==> src/hw/rtl/hrbd_pkg.sv <==
// ----------------------------------------------------------------------------
// hrbd_pkg
// Shared types and constants of the reply body deframer.
// ----------------------------------------------------------------------------
`default_nettype none
package hrbd_pkg;

  typedef enum logic [1:0] {
    KIND_BYTE  = 2'd0,
    KIND_DONE  = 2'd1,
    KIND_ERROR = 2'd2
  } kind_e;

  typedef enum logic [2:0] {
    ERR_NONE     = 3'd0,
    ERR_STATUS   = 3'd1,
    ERR_NO_FRAME = 3'd2,
    ERR_HEX      = 3'd3,
    ERR_EMPTY    = 3'd4,
    ERR_CRLF     = 3'd5,
    ERR_OVERFLOW = 3'd6
  } err_e;

  localparam int unsigned LenKeyN = 16;
  localparam int unsigned ChkKeyN = 28;

  // key characters
  function automatic logic [7:0] len_key(input logic [4:0] pos);
    logic [7:0] ch;
    unique case (pos)
      5'd0: ch = "C";  5'd1: ch = "o";  5'd2: ch = "n";  5'd3: ch = "t";
      5'd4: ch = "e";  5'd5: ch = "n";  5'd6: ch = "t";  5'd7: ch = "-";
      5'd8: ch = "L";  5'd9: ch = "e";  5'd10: ch = "n"; 5'd11: ch = "g";
      5'd12: ch = "t"; 5'd13: ch = "h"; 5'd14: ch = ":"; 5'd15: ch = " ";
      default: ch = 8'h00;
    endcase
    return ch;
  endfunction

  function automatic logic [7:0] chk_key(input logic [4:0] pos);
    logic [7:0] ch;
    unique case (pos)
      5'd0: ch = "T";  5'd1: ch = "r";  5'd2: ch = "a";  5'd3: ch = "n";
      5'd4: ch = "s";  5'd5: ch = "f";  5'd6: ch = "e";  5'd7: ch = "r";
      5'd8: ch = "-";  5'd9: ch = "E";  5'd10: ch = "n"; 5'd11: ch = "c";
      5'd12: ch = "o"; 5'd13: ch = "d"; 5'd14: ch = "i"; 5'd15: ch = "n";
      5'd16: ch = "g"; 5'd17: ch = ":"; 5'd18: ch = " "; 5'd19: ch = "c";
      5'd20: ch = "h"; 5'd21: ch = "u"; 5'd22: ch = "n"; 5'd23: ch = "k";
      5'd24: ch = "e"; 5'd25: ch = "d"; 5'd26: ch = 8'h0d; 5'd27: ch = 8'h0a;
      default: ch = 8'h00;
    endcase
    return ch;
  endfunction

  // classified item passed from front to back
  typedef struct packed {
    logic [7:0] rx_byte;
    logic       reply_start;
    logic       is_digit;
    logic       is_hex;
    logic [3:0] hex_val;
    logic       is_space;
    logic       is_cr;
    logic       is_lf;
  } cls_t;

endpackage
`default_nettype wire

==> src/hw/rtl/hrbd_front.sv <==
// ----------------------------------------------------------------------------
// hrbd_front
// Accepts bytes and classifies them into a two-entry queue.
// ----------------------------------------------------------------------------
`default_nettype none
module hrbd_front (
  input  wire                clk_i,
  input  wire                rst_ni,
  input  wire                in_valid,
  output logic               in_stall,
  input  wire  [7:0]         rx_byte_i,
  input  wire                reply_start_i,
  output logic               q_valid_o,
  output hrbd_pkg::cls_t     q_item_o,
  input  wire                q_pop_i
);
  import hrbd_pkg::*;

  cls_t       mem_q [2];
  logic       rd_q, wr_q;
  logic [1:0] cnt_q;
  cls_t       cls;
  logic       push;

  // byte classification
  always_comb begin
    cls.rx_byte     = rx_byte_i;
    cls.reply_start = reply_start_i;
    cls.is_digit    = (rx_byte_i >= "0") && (rx_byte_i <= "9");
    cls.is_space    = rx_byte_i == " ";
    cls.is_cr       = rx_byte_i == 8'h0d;
    cls.is_lf       = rx_byte_i == 8'h0a;
    cls.is_hex      = 1'b1;
    cls.hex_val     = '0;
    if (cls.is_digit) begin
      cls.hex_val = rx_byte_i[3:0];
    end else if ((rx_byte_i >= "A" && rx_byte_i <= "F") ||
                 (rx_byte_i >= "a" && rx_byte_i <= "f")) begin
      cls.hex_val = rx_byte_i[3:0] + 4'd9;
    end else begin
      cls.is_hex = 1'b0;
    end
  end

  assign in_stall  = cnt_q == 2'd2;
  assign push      = in_valid && !in_stall;
  assign q_valid_o = cnt_q != 2'd0;
  assign q_item_o  = mem_q[rd_q];

  // queue pointers
  always_ff @(posedge clk_i or negedge rst_ni) begin
    if (!rst_ni) begin
      rd_q  <= 1'b0;
      wr_q  <= 1'b0;
      cnt_q <= 2'd0;
    end else begin
      if (push) wr_q <= ~wr_q;
      if (q_pop_i) rd_q <= ~rd_q;
      cnt_q <= cnt_q + {1'b0, push} - {1'b0, q_pop_i};
    end
  end

  // queue storage
  always_ff @(posedge clk_i) begin
    if (push) mem_q[wr_q] <= cls;
  end
endmodule
`default_nettype wire

==> src/hw/rtl/hrbd_back.sv <==
// ----------------------------------------------------------------------------
// hrbd_back
// Parses classified bytes and drives the result register.
// ----------------------------------------------------------------------------
`default_nettype none
module hrbd_back #(
  parameter int unsigned LENGTH_BITS = 32
) (
  input  wire                clk_i,
  input  wire                rst_ni,
  input  wire                q_valid_i,
  input  hrbd_pkg::cls_t     q_item_i,
  output logic               q_pop_o,
  output logic               out_valid,
  input  wire                out_stall,
  output logic [1:0]         out_kind_o,
  output logic [7:0]         out_byte_o,
  output logic               out_last_o,
  output logic [9:0]         status_code_o,
  output logic [2:0]         error_code_o
);
  import hrbd_pkg::*;

  typedef enum logic [7:0] {
    PH_HEAD = 8'b00000001, PH_BODY = 8'b00000010, PH_SIZE = 8'b00000100,
    PH_DATA = 8'b00001000, PH_DCR  = 8'b00010000, PH_DLF  = 8'b00100000,
    PH_DONE = 8'b01000000, PH_ERR  = 8'b10000000
  } phase_e;

  localparam logic [LENGTH_BITS-1:0] LenMax = '1;
  localparam logic [LENGTH_BITS-1:0] LenLim = LenMax / 10;
  localparam logic [3:0] LenLimDig = 4'(LenMax % 10);

  phase_e                 ph_q, ph_d;
  logic [1:0]             crlf_q, crlf_d;
  logic [4:0]             lk_q, lk_d, ck_q, ck_d;
  logic [1:0]             sp_q, sp_d;
  logic [9:0]             st_q, st_d;
  logic                   sl_q, sl_d, sc_q, sc_d;
  logic [LENGTH_BITS-1:0] len_q, len_d, rem_q, rem_d, hex_q, hex_d;
  logic [3:0]             slc_q, slc_d;

  logic       ov_q, ov_d;
  logic [1:0] ok_q, ok_d;
  logic [7:0] ob_q, ob_d;
  logic       ol_q, ol_d;
  logic [2:0] oe_q, oe_d;
  logic       emit;

  logic [7:0]  c;
  logic [3:0]  d;
  logic [13:0] sv;
  logic [LENGTH_BITS-1:0] rem_m1;
  logic        fail;
  logic [2:0]  ferr;

  assign q_pop_o = q_valid_i && (!ov_q || !out_stall);

  always_comb begin
    c = q_item_i.rx_byte;
    d = c[3:0];
    ph_d = ph_q; crlf_d = crlf_q; lk_d = lk_q; ck_d = ck_q; sp_d = sp_q;
    st_d = st_q; sl_d = sl_q; sc_d = sc_q; len_d = len_q; rem_d = rem_q;
    hex_d = hex_q; slc_d = slc_q;
    emit = 1'b0; ok_d = KIND_BYTE; ob_d = '0; ol_d = 1'b0; oe_d = ERR_NONE;
    fail = 1'b0; ferr = ERR_NONE;
    sv = '0;
    // start of a new reply clears the parser
    if (q_item_i.reply_start) begin
      ph_d = PH_HEAD; crlf_d = '0; lk_d = '0; ck_d = '0; sp_d = '0; st_d = '0;
      sl_d = 1'b0; sc_d = 1'b0; len_d = '0; rem_d = '0; hex_d = '0; slc_d = '0;
    end
    rem_m1 = rem_d - 1'b1;
    unique case (ph_d)
      PH_HEAD: begin
        sv = 14'(st_d) * 14'd10 + 14'(d);
        // status code field
        if (sp_d == 2'd0) begin
          if (q_item_i.is_space) sp_d = 2'd1;
        end else if (sp_d == 2'd1) begin
          if (q_item_i.is_space) sp_d = 2'd2;
          else if (q_item_i.is_digit) begin
            if (sv > 14'd999) begin fail = 1'b1; ferr = ERR_STATUS; end
            else st_d = sv[9:0];
          end else begin fail = 1'b1; ferr = ERR_STATUS; end
        end
        if (!fail) begin
          // length key and digits
          if (lk_d >= 5'(LenKeyN)) begin
            if (q_item_i.is_digit) begin
              if (len_d > LenLim || (len_d == LenLim && d > LenLimDig)) begin
                fail = 1'b1; ferr = ERR_OVERFLOW;
              end else begin
                len_d = LENGTH_BITS'(len_d * 10) + LENGTH_BITS'(d);
              end
            end else lk_d = '0;
          end else if (!sl_d) begin
            lk_d = (len_key(lk_d) == c) ? lk_d + 5'd1 :
                   ((c == "C") ? 5'd1 : 5'd0);
            if (lk_d >= 5'(LenKeyN)) begin sl_d = 1'b1; len_d = '0; end
          end
        end
        if (!fail) begin
          // chunked key
          if (!sc_d) begin
            ck_d = (chk_key(ck_d) == c) ? ck_d + 5'd1 :
                   ((c == "T") ? 5'd1 : 5'd0);
            if (ck_d >= 5'(ChkKeyN)) begin sc_d = 1'b1; ck_d = '0; end
          end
          // header end detection
          if (q_item_i.is_cr) crlf_d = (crlf_d == 2'd2) ? 2'd3 : 2'd1;
          else if (q_item_i.is_lf && crlf_d == 2'd1) crlf_d = 2'd2;
          else if (!(q_item_i.is_lf && crlf_d == 2'd3)) crlf_d = 2'd0;
          else begin
            crlf_d = '0; lk_d = '0;
            if (sp_d < 2'd2) begin fail = 1'b1; ferr = ERR_STATUS; end
            else if (sl_d) begin
              if (len_d == '0) begin ph_d = PH_DONE; emit = 1'b1; ok_d = KIND_DONE; end
              else begin rem_d = len_d; ph_d = PH_BODY; end
            end else if (sc_d) begin
              hex_d = '0; slc_d = '0; ph_d = PH_SIZE;
            end else begin fail = 1'b1; ferr = ERR_NO_FRAME; end
          end
        end
      end
      PH_BODY: begin
        rem_d = rem_m1; emit = 1'b1; ob_d = c;
        if (rem_m1 == '0) begin ph_d = PH_DONE; ol_d = 1'b1; end
      end
      PH_SIZE: begin
        if (q_item_i.is_cr) begin
        end else if (q_item_i.is_lf) begin
          if (slc_d == '0) begin fail = 1'b1; ferr = ERR_EMPTY; end
          else if (hex_d == '0) begin ph_d = PH_DONE; emit = 1'b1; ok_d = KIND_DONE; end
          else begin rem_d = hex_d; ph_d = PH_DATA; end
        end else if (!q_item_i.is_hex) begin fail = 1'b1; ferr = ERR_HEX; end
        else if (hex_d[LENGTH_BITS-1 -: 4] != 4'd0) begin
          fail = 1'b1; ferr = ERR_OVERFLOW;
        end else begin
          hex_d = {hex_d[LENGTH_BITS-5:0], q_item_i.hex_val};
          if (slc_d != 4'd15) slc_d = slc_d + 4'd1;
        end
      end
      PH_DATA: begin
        rem_d = rem_m1; emit = 1'b1; ob_d = c;
        if (rem_m1 == '0) ph_d = PH_DCR;
      end
      PH_DCR: begin
        if (!q_item_i.is_cr) begin fail = 1'b1; ferr = ERR_CRLF; end
        else ph_d = PH_DLF;
      end
      PH_DLF: begin
        if (!q_item_i.is_lf) begin fail = 1'b1; ferr = ERR_CRLF; end
        else begin hex_d = '0; slc_d = '0; ph_d = PH_SIZE; end
      end
      default: begin
      end
    endcase
    // error result
    if (fail) begin
      ph_d = PH_ERR; emit = 1'b1; ok_d = KIND_ERROR; oe_d = ferr;
      ob_d = '0; ol_d = 1'b0;
    end
    ov_d = ov_q && out_stall;
    if (q_pop_o && emit) ov_d = 1'b1;
  end

  // parser state
  always_ff @(posedge clk_i or negedge rst_ni) begin
    if (!rst_ni) begin
      ph_q <= PH_HEAD; crlf_q <= '0; lk_q <= '0; ck_q <= '0; sp_q <= '0;
      st_q <= '0; sl_q <= 1'b0; sc_q <= 1'b0; len_q <= '0; rem_q <= '0;
      hex_q <= '0; slc_q <= '0; ov_q <= 1'b0;
    end else begin
      ov_q <= ov_d;
      if (q_pop_o) begin
        ph_q <= ph_d; crlf_q <= crlf_d; lk_q <= lk_d; ck_q <= ck_d; sp_q <= sp_d;
        st_q <= st_d; sl_q <= sl_d; sc_q <= sc_d; len_q <= len_d; rem_q <= rem_d;
        hex_q <= hex_d; slc_q <= slc_d;
      end
    end
  end

  // result register
  always_ff @(posedge clk_i) begin
    if (q_pop_o && emit) begin
      ok_q <= ok_d; ob_q <= ob_d; ol_q <= ol_d; oe_q <= oe_d;
      status_code_o <= st_d;
    end
  end

  assign out_valid    = ov_q;
  assign out_kind_o   = ok_q;
  assign out_byte_o   = ob_q;
  assign out_last_o   = ol_q;
  assign error_code_o = oe_q;
endmodule
`default_nettype wire

==> src/hw/rtl/http_reply_body_deframer_top.sv <==
// ----------------------------------------------------------------------------
// http_reply_body_deframer_top
// HTTP/1.1 reply deframer: length and chunked body extraction.
// ----------------------------------------------------------------------------
// Throughput one byte per cycle while the receiver does not stall the output.
// An accepted byte passes through the queue, then the result register, before its result is valid.
// A two-entry queue separates the classifier and parser.
// Asynchronous active-low reset clears queue, parser state and output valid.
`default_nettype none
module http_reply_body_deframer_top #(
  parameter int unsigned LENGTH_BITS = 32
) (
  input  wire         clk_i,
  input  wire         rst_ni,
  input  wire         in_valid,
  output logic        in_stall,
  input  wire  [7:0]  rx_byte_i,
  input  wire         reply_start_i,
  output logic        out_valid,
  input  wire         out_stall,
  output logic [1:0]  out_kind_o,
  output logic [7:0]  out_byte_o,
  output logic        out_last_o,
  output logic [9:0]  status_code_o,
  output logic [2:0]  error_code_o
);
  import hrbd_pkg::*;

  cls_t q_item;
  logic q_valid, q_pop;

  hrbd_front u_front (
    .clk_i, .rst_ni, .in_valid, .in_stall, .rx_byte_i, .reply_start_i,
    .q_valid_o(q_valid), .q_item_o(q_item), .q_pop_i(q_pop)
  );

  hrbd_back #(.LENGTH_BITS(LENGTH_BITS)) u_back (
    .clk_i, .rst_ni, .q_valid_i(q_valid), .q_item_i(q_item), .q_pop_o(q_pop),
    .out_valid, .out_stall, .out_kind_o, .out_byte_o, .out_last_o,
    .status_code_o, .error_code_o
  );
endmodule
`default_nettype wire

==> config.mk <==
export PLATFORM = sky130hd
export DESIGN_NAME = http_reply_body_deframer_top
export DESIGN_NICKNAME = d
export VERILOG_FILES = /design/src/hw/rtl/hrbd_pkg.sv /design/src/hw/rtl/hrbd_front.sv /design/src/hw/rtl/hrbd_back.sv /design/src/hw/rtl/http_reply_body_deframer_top.sv
export SDC_FILE = /design/constraint.sdc
export NUM_CORES = 1
export LEC_CHECK = 0
export CAP_MARGIN = 40
export CORE_MARGIN = 1
export CORE_UTILIZATION = 45
export DETAILED_ROUTE_END_ITERATION = 6
export DONT_BUFFER_PORTS = 1
export PLACE_DENSITY_LB_ADDON = 0.1
export SETUP_SLACK_MARGIN = 0.3
export SYNTH_ARGS = -nofsm -noshare
export SYNTH_HDL_FRONTEND = slang
export SYNTH_HIERARCHICAL = 1
export SYNTH_SLANG_ARGS = --single-unit
==> constraint.sdc <==
create_clock -name clk_i -period 10.17 [get_ports clk_i]
set_clock_uncertainty 0.05 [all_clocks]
set_input_delay 1.5255 -clock clk_i [delete_from_list [all_inputs] [get_ports clk_i]]
set_output_delay 1.5255 -clock clk_i [all_outputs]
set_load 0.01 [all_outputs]
# [Word level (Yosys, flattened, before mapping)]
# Memory sizes are Yosys's and may differ from the RTL's.
# Index checks and enable logic that the tools add are counted.
[totals] reg_bits=163 ramBits=36 mem_bits_ro=336 input_bits=13 output_inout_bits=26 wordCells=312 memories=3
[classes] add_sub_neg=9 n_mul=2 magnitude_cmp=13 eq_ne=20 muxes=214 bitwise_logic=4 n_reduce_logical=26
[memory_table] name="(no name shown)" words=32 word_bits=7 read_ports=1 rd_clocked_by_memory_dff=0 write_ports=0 line="hrbd_pkg.sv:42" text="unique case (pos)"
[memory_table] name="(no name shown)" words=16 word_bits=7 read_ports=1 rd_clocked_by_memory_dff=0 write_ports=0 line="hrbd_pkg.sv:30" text="unique case (pos)"
[memory_table] name="u_front.mem_q" words=2 word_bits=18 read_ports=1 rd_clocked_by_memory_dff=0 write_ports=1 line="hrbd_front.sv:19" text="cls_t mem_q [2];"
[op_table] operator="32-bit 2-to-1 mux" count=34
[op_table] operator="8-bit 2-to-1 mux" count=24
[op_table] operator="32-bit one-hot mux with 3 select lines" count=2
[op_table] operator="32-bit logical NOT" count=3
[op_table] operator="5-bit 2-to-1 mux" count=17
[op_table] operator="10-bit 2-to-1 mux" count=7
[op_table] operator="4-bit 2-to-1 mux" count=16
[op_table] operator="1-bit 2-to-1 mux" count=63
[op_table] operator="3-bit 2-to-1 mux" count=21
[op_table] operator="8-bit one-hot mux with 6 select lines" count=1
[op_table] operator="2-bit 2-to-1 mux" count=22
[op_table] operator="32-bit by 4-bit adder with 32-bit output" count=1
[op_table] operator="32-bit by 29-bit equality test with 1-bit output, second input constant" count=1
[op_table] operator="32-bit by 29-bit greater-than comparator with 1-bit output, second input constant" count=1
[op_table] operator="32-bit by 3-bit multiplier with 31-bit output, second input constant" count=1
[op_table] operator="32-bit by 1-bit subtractor with 32-bit output, second input constant" count=1
[op_table] operator="8-bit by 4-bit equality test with 1-bit output, second input constant" count=3
[op_table] operator="8-bit by 6-bit equality test with 1-bit output, second input constant" count=2
[op_table] operator="8-bit by 7-bit equality test with 1-bit output, second input constant" count=2
[op_table] operator="8-bit equality test" count=2
[op_table] operator="8-bit by 7-bit >= comparator with 1-bit output, second input constant" count=2
[op_table] operator="8-bit by 7-bit less-or-equal comparator with 1-bit output, second input constant" count=2
[op_table] operator="5-bit >= comparator, second input constant" count=3
[op_table] operator="14-bit by 4-bit adder with 14-bit output" count=1
[op_table] operator="other kinds (33)" count=56

# [Depth between registers and ports, before layout]
# Gate-level depths: netlist (run 1).
# An unclocked memory read counts as a cell.
[depth] depth_word=33 depth_mapped=34 depth_no_buf=20

# [Hierarchy]
# The synthesis (run 1) kept the hierarchy.
[modules_own_cells] module="hrbd_back" n_inst=1 cells_per_inst=1917 area_per_inst_um2=15488.6 seq_area_each_um2=4100.2
[modules_own_cells] module="hrbd_front" n_inst=1 cells_per_inst=109 area_per_inst_um2=1771.7 seq_area_each_um2=1181.1

# [Least setup slack after synthesis (run 1)]
# Ideal clock, no wire load.
[synth_path] path_kind="register -> register" startpoint="reg u_front.rd_q" endpoint="reg u_back.oe_q[0], in the netlist u_back/error_code_o[0] (enable)" setup_ns=0.405 arrival_time_ns=9.085 t_required_ns=9.715 setup_slack_ns=0.631 stages_incl_launch_ff=31 n_path_buf=12 synth_period_minus_slack_ns=9.539 path_cell_list="dfrtp_1 -> buf_2 -> mux2_2 -> clkbuf_1 -> buf_2 -> clkbuf_1 -> clkbuf_1 -> clkbuf_1 -> buf_2 -> buf_1 -> clkbuf_1 -> clkbuf_1 -> clkbuf_1 -> clkbuf_1 -> nor2b_1 -> ha_1 -> ha_1 -> fa_1 -> a211o_1 -> a21o_1 -> a211oi_2 -> nand3_2 -> nor4_2 -> nand2_1 -> nor4_2 -> xnor2_1 -> o211ai_1 -> o31ai_1 -> a41o_1 -> nor3_1 -> nor2_1"
[synth_lines] element="from (decl)" line="hrbd_front.sv:20" text="logic rd_q, wr_q;"
[synth_lines] element="from (signal assigned)" line="hrbd_front.sv:58" text="if (q_pop_i) rd_q <= ~rd_q;"
[synth_lines] element="to (signal assigned)" line="hrbd_back.sv:187" text="ok_q <= ok_d; ob_q <= ob_d; ol_q <= ol_d; oe_q <= oe_d;"
[synth_lines] element="to (decl)" line="hrbd_back.sv:47" text="logic [2:0] oe_q, oe_d;"

==> metrics.md, run 1 <==
| Metric | Value |
|---|---|
| CTS tree | built |
| Sequential element share of the synthesized area | 30.6% |
| Critical Path AT | 8.42 ns |
| ANT nets after route | 0 |
| Sequential Area | 0.00528 mm2 |
| First-pass GRT wire length | 86.5 mm |
| Post-synth EDFFs | 60 |
| Total GRT Usage | 28.5% |
| Post-CTS Setup Inserts | 0 |
| Layout cell share with drive strength beyond 1 | 7.66% |
| Worst rel slew slack | 39.4% |
| Starting density of the core | 45.8% |
| Via count | 15.9k |
| Crit path cell chain | mux2_4 > nor2b_1 > ha_1 > ha_1 > fa_1 > a211o_1 > a21oi_1 > xnor2_1 > nand2_1 > nor4_1 > nand3_1 > xor2_1 > nor3_1 > a31oi_1 > nor4b_1 > and4_4 > a41o_1 > nor3_1 > nor2_2 > buf_6 |
| GRT overflow | 0 |
| Synth Register Bits | 199 |
| Sink Count | 199 |
| Vias in the first global route | 15.0k |
| Netlist cell types | 102 |
| Initial antenna violation count | 0 |
| Final number of hold-violating endpoints | 0 |
| Crit-path leading delay family | simple AND/OR/NAND/NOR gates |
| RSZ-0062 raised after global routing | false |
| Core ar. | 0.0377 mm2 |
| Power per cell area | 232 mW/mm2 |
| Synth async-reset ratio | 69.8% |
| Hold-fix buffers, CTS | 0 |
| CP Buf/Inv Count | 1 |
| Ports | 39 |
| Fillers | 3719 |
| Final #Nets | 2057 |
| Syn Area/Cell | 8.52 um2 |
| Post-Place Cells | 2435 |
| Buffers on Ports | 0 |
| Crit path launch type | flip-flop |
| Iteration-0 DRC Markers | 1373 |
| Hold Slack | 0.430 ns |
| H-tree lvl count | 4 |
| Multi-input logic area | 0.0113 mm2 |
| Status | complete, no violations |
| Post-layout min period | 8.30 ns |
| # setup viols final | 0 |
| Leak pwr | 0.00763 uW |
| Setup TNS Final | 0 ns |
| Final std cells w/o fill | 2470 |
| Slew Viols, Final | 0 |
| Drt pass-1 iters | 6 |
| Syn Std Cell Area | 0.0173 mm2 |
| Min-Delay Path Class | flip-flop to flip-flop |
| Worst setup EP type | flip-flop |
| Fin crit share | 81.6% |
| Share of the core filled with cells | 48.4% |
| Vias per inst | 6.44 |
| Synth Flop Type | dfrtp_1 |
| CTS Buf Count | 17 |
| Row count | 71 |
| Drt wl/cell | 22.4 um |
| Overall power | 4220 uW |
| RD Place Congestion | 0.944 |
| Reg clk slew, reported paths | 0.08 ns |
| Slowest stage cell on the critical path | dfrtp_1 |
| DRC | 0 |
| Chip Height | 198 um |
| # Max-Cap Violations | 0 |
| Worst-Margin Slew | 0.903 ns |
| CP peak stage delay | 0.87 ns |
| WL final | 55.3 mm |
| Die ar. | 0.0391 mm2 |
| Syn Inst Count | 2026 |
| Crit path kind | flip-flop to flip-flop |
| Synth Net Count | 2139 |
| Hpwl dp | 40.5 mm |
| Syn-to-layout area delta | 5.63% |
| Die Width | 198 um |
| Worst Path Required | 10.30 ns |
| Worst VDD drop | 128 uV |
| CTS resizes | 0 |
| Worst skew pair latency | 0.49 ns |
| Peak fanout along the critical path | 59 |
| Pin count of the biggest net entering global routing | 140 |
| YS warnings | 6 |
| Achievable Freq | 121 MHz |
| Clock tree buffer depth | 2 |
| Root Buffer Master | clkbuf_16 |
## worst paths after layout
| check | startpoint | end | slack, ns | cells after the start |
|---|---|---|---|---|
| max in group asynchronous | rst_ni | u_back/ph_q[0] | 9.07 | 0 |
| worst min-delay path | u_back/st_q[7] | u_back/st_q[7] | 0.43 | 2 |
| min in group asynchronous | rst_ni | u_front/rd_q | 0.68 | 0 |
| worst min register to register | u_back/st_q[7] | u_back/st_q[7] | 0.43 | 2 |
| worst max-delay path | u_front/rd_q | u_back/status_code_o[6] | 1.87 | 20 |
| worst max register to register | u_front/rd_q | u_back/status_code_o[6] | 1.87 | 20 |
## worst min-delay path, stage by stage (launching register included)
cell and delay [ns]:
dfrtp_1 0.34, nand2_1 0.05, nand2_1 0.06
## per-stage QoR
stage | setup WS, ns | instance area (um2)
final | 1.87 | 18200
after global routing | 1.41 | 18200
after global placement | 2.08 | 17500
after CTS | 1.93 | 18200
after detailed placement | 1.98 | 17600
after floorplan | 0.631 | 17300
## layout make-up
| cell class | count | area share [%] |
|---|---|---|
| sequential | 199 | 29.0 |
| tap | 511 | 3.51 |
| clock inverter | 14 | 0.988 |
| multi-input combinational | 1645 | 61.8 |
| antenna | 2 | 0.0274 |
| timing repair buffer | 29 | 1.26 |
| inverter | 52 | 1.07 |
| clock buffer | 18 | 2.35 |
## cell usage in the layout (no fill, tap or decap), types with 44 or more instances in the layout
master | synthesis | routed
xnor2_1 | 50 | 50
nor2b_1 | 58 | 58
inv_1 | 52 | 51
nor2_1 | 151 | 150
mux2i_1 | 44 | 44
ha_1 | 97 | 97
o21ai_0 | 128 | 127
a21oi_1 | 105 | 105
nand2_1 | 192 | 192
nor3_1 | 54 | 53
dfrtp_1 | 138 | 138
edfxtp_1 | 60 | 60
## flip-flops by register name, summed over array words and instances (netlist names), 4 cells and up
signal / cells
u_back/ck_q: 5
u_back/hex_q: 32
u_back/len_q: 32
u_back/lk_q: 5
u_back/out_byte_o: 8
u_back/ph_q: 8
u_back/rem_q: 32
u_back/slc_q: 4
u_back/st_q: 10
u_back/status_code_o: 10
u_front/mem_q: 36
## where the power goes
part	leakage [uW]	total (uW)	switching (uW)	internal [uW]
logic	0.00491	2290	1520	762
clock network	0.000293	701	368	334
registers	0.00244	1230	217	1020
## per-layer routing
metal	routed length [um]	vias up	GRT usage (%)
met5	0	-	0
met3	3090	88	4.72
met4	1480	0	9.47
li1	-	7494	-
met2	25800	537	45.9
met1	25000	7787	38.7
## kinds of logic after synthesis
family                     synth area share, %
xor gates and xnor gates                  4.52
adders and majority gates                 7.38
muxes                                     5.31
buffers and inverters                     4.28
DFF                                       30.6
AOI/OAI and AO/OA                         25.6
and+or+nand+nor                           22.3
## Yosys cell counts, types with 26 or more instances
cell	count	area share, %
a211oi_1	37	1.6
xor2_1	39	2.0
nor2_1	151	3.3
o21ai_0	128	3.7
nor3_1	54	1.6
dfrtp_1	138	20
nand2_1	192	4.2
or3_1	26	0.94
ha_1	97	7.0
edfxtp_1	60	10
mux2_2	39	2.5
clkbuf_1	97	2.1
nor4_1	29	1.1
a21oi_1	105	3.0
a22oi_1	39	1.7
a22o_1	31	1.6
nor2b_1	58	2.1
mux2i_1	44	2.6
o21a_1	29	1.3
a31oi_1	30	1.1
nand3_1	39	1.1
inv_1	52	1.1
xnor2_1	50	2.5
(Power assumes the default switching activity.)
==> run 2: changes to the inputs <==
- clock period: 10.17 -> 8.4 ns (I/O delays scaled with it)
==> metrics.md, run 2 (synthesis results as in run 1) <==
| Metric | Value |
|---|---|
| Min-Delay Path Class | primary input to asynchronous set/reset pin |
| Peak fanout along the critical path | 40 |
| Worst skew pair latency | 0.47 ns |
| CP peak stage delay | 0.70 ns |
| Place WS | 1.01 ns |
| Worst setup EP type | flip-flop |
| Vias in the first global route | 15.2k |
| CTS resizes | 0 |
| H-tree lvl count | 4 |
| Chip Height | 198 um |
| Worst R2R Start | u_front/rd_q |
| Sink Count | 199 |
| WL final | 55.2 mm |
| Ant diodes | 0 |
| Final #Nets | 2058 |
| Row count | 71 |
| Clock tree buffer depth | 2 |
| CTS tree | built |
| Iteration-0 DRC Markers | 1395 |
| Last element of the critical path | u_back/status_code_o[6] |
| Starting density of the core | 45.8% |
| Slowest stage cell on the critical path | nor4_1 |
| Drt pass-1 iters | 6 |
| Largest Register | u_front/mem_q |
| # Max-Cap Violations | 0 |
| RSZ-0062 raised after global routing | false |
| Root Buffer Master | clkbuf_16 |
| Max reg flops | 36 |
| Post-layout min period | 7.48 ns |
| Die Width | 198 um |
| Leak pwr | 0.00764 uW |
| Commonest non-fill, non-tap cell in the layout | nand2_1 |
| # setup viols final | 0 |
| Worst rel slew slack | 36.5% |
| First-pass GRT wire length | 87.4 mm |
| Die ar. | 0.0391 mm2 |
| Ports | 39 |
| Crit Reg-Reg Endpoint | u_back/status_code_o[6] |
| Achievable Freq | 134 MHz |
| Post-route worst setup slack | 0.918 ns |
| Syn-to-layout area delta | 5.70% |
| Final number of hold-violating endpoints | 0 |
| Post-CTS Setup Inserts | 0 |
| Layout cell share with drive strength beyond 1 | 7.81% |
| Vias per inst | 6.51 |
| Crit path launch type | flip-flop |
| CTS Buf Count | 17 |
| Worst Setup SP | u_front/rd_q |
| Worst VDD drop | 173 uV |
| Total GRT Usage | 28.6% |
| Buffers on Ports | 0 |
| Worst-Margin Slew | 0.939 ns |
| Fin crit share | 89.1% |
| Critical Path AT | 7.53 ns |
| Reg clk slew, reported paths | 0.08 ns |
| GRT overflow | 0 |
| Pin count of the biggest net entering global routing | 140 |
| Commonest non-fill, non-tap cells in the layout | 192 x nand2_1, 149 x nor2_1, 138 x dfrtp_1 |
| Setup TNS Final | 0 ns |
| Power per cell area | 281 mW/mm2 |
| Initial antenna violation count | 0 |
| Finished Cell Area | 0.0182 mm2 |
| Overall power | 5120 uW |
| Worst Path Required | 8.44 ns |
| Via count | 16.1k |
| Core ar. | 0.0377 mm2 |
| Crit path cell chain | mux2_4 > nor2b_1 > ha_1 > ha_1 > fa_1 > a211o_1 > a21oi_1 > xnor2_1 > nand2_1 > nor4_1 > o311a_1 > o22ai_1 > a211oi_1 > a31oi_1 > nor4_1 > and4_4 > a41o_1 > nor3_1 > nor2_4 |
| Hold-fix buffers, CTS | 0 |
| Status | complete, no violations |
| Hpwl dp | 40.3 mm |
| DRC | 0 |
| RD Place Congestion | 0.947 |
| Reg2reg setup slack | 0.92 ns |
| Slew Viols, Final | 0 |
| Placed Area | 0.0176 mm2 |
| Crit path kind | flip-flop to flip-flop |
| Drt wl/cell | 22.4 um |
| Share of the core filled with cells | 48.4% |
| ANT nets after route | 0 |
| Worst Reg-to-Reg Cells | 19 |
## run 2: changes by cell type in the layout (fill, tap and decap cells not counted), sizes merged
cell,previous run,this run
diode,2,0
buf,28,29
clkinv,9,5
inv,57,60
bufinv,0,1
## run 2: where the power goes
part,internal [uW],total (uW),switching (uW)
Sequential,1230,1480,247
Clock,430,865,436
Combinational,923,2780,1850
Total,2580,5120,2540
## run 2: layout make-up
type / count / area, um2
fill: 3683 / 19400
multi-input combinational: 1645 / 11300
sequential: 199 / 5280
tap: 511 / 639
clock buffer: 18 / 429
timing repair buffer: 30 / 235
inverter: 52 / 195
clock inverter: 14 / 179
## run 2: how the worst min path moves through the flow
stage | startpoint | end | slack [ns] | cells past startpoint
global placement | u_back/slc_q[0] | u_back/slc_q[0] | 0.42 | 1
floorplan | u_back/st_q[7] | u_back/st_q[7] | 0.39 | 2
CTS | rst_ni | u_back/ck_q[2] | 0.42 | 0
finish | rst_ni | u_front/cnt_q[1] | 0.45 | 0
detailed placement | u_back/slc_q[0] | u_back/slc_q[0] | 0.43 | 1
global route | rst_ni | u_front/cnt_q[1] | 0.42 | 0
## run 2: critical path: cells and delay by family, from the launching register on
family | cells | cell delay, ns
flip-flops | 1 | 0.40
multiplexers | 1 | 0.51
AO/OA/AOI/OAI | 7 | 1.75
AND/OR/NAND/NOR | 7 | 3.15
XOR/XNOR | 1 | 0.23
adder cells (fa/ha/maj) | 3 | 0.99
## run 2: metal layers
| metal | wire length, um | vias to the layer above | track usage [%] |
|---|---|---|---|
| li1 | - | 7490 | - |
| met1 | 24300 | 7851 | 38.6 |
| met2 | 25600 | 617 | 46.5 |
| met3 | 3450 | 110 | 3.68 |
| met4 | 1820 | 0 | 10.9 |
| met5 | 0 | - | 0 |
## run 2: through the flow
step	hold slack [ns]	cells
after CTS	0.424	2468
after floorplan	0.388	2026
after global routing	0.422	2469
after detailed placement	0.430	2436
final	0.448	2469
after global placement	0.424	2431
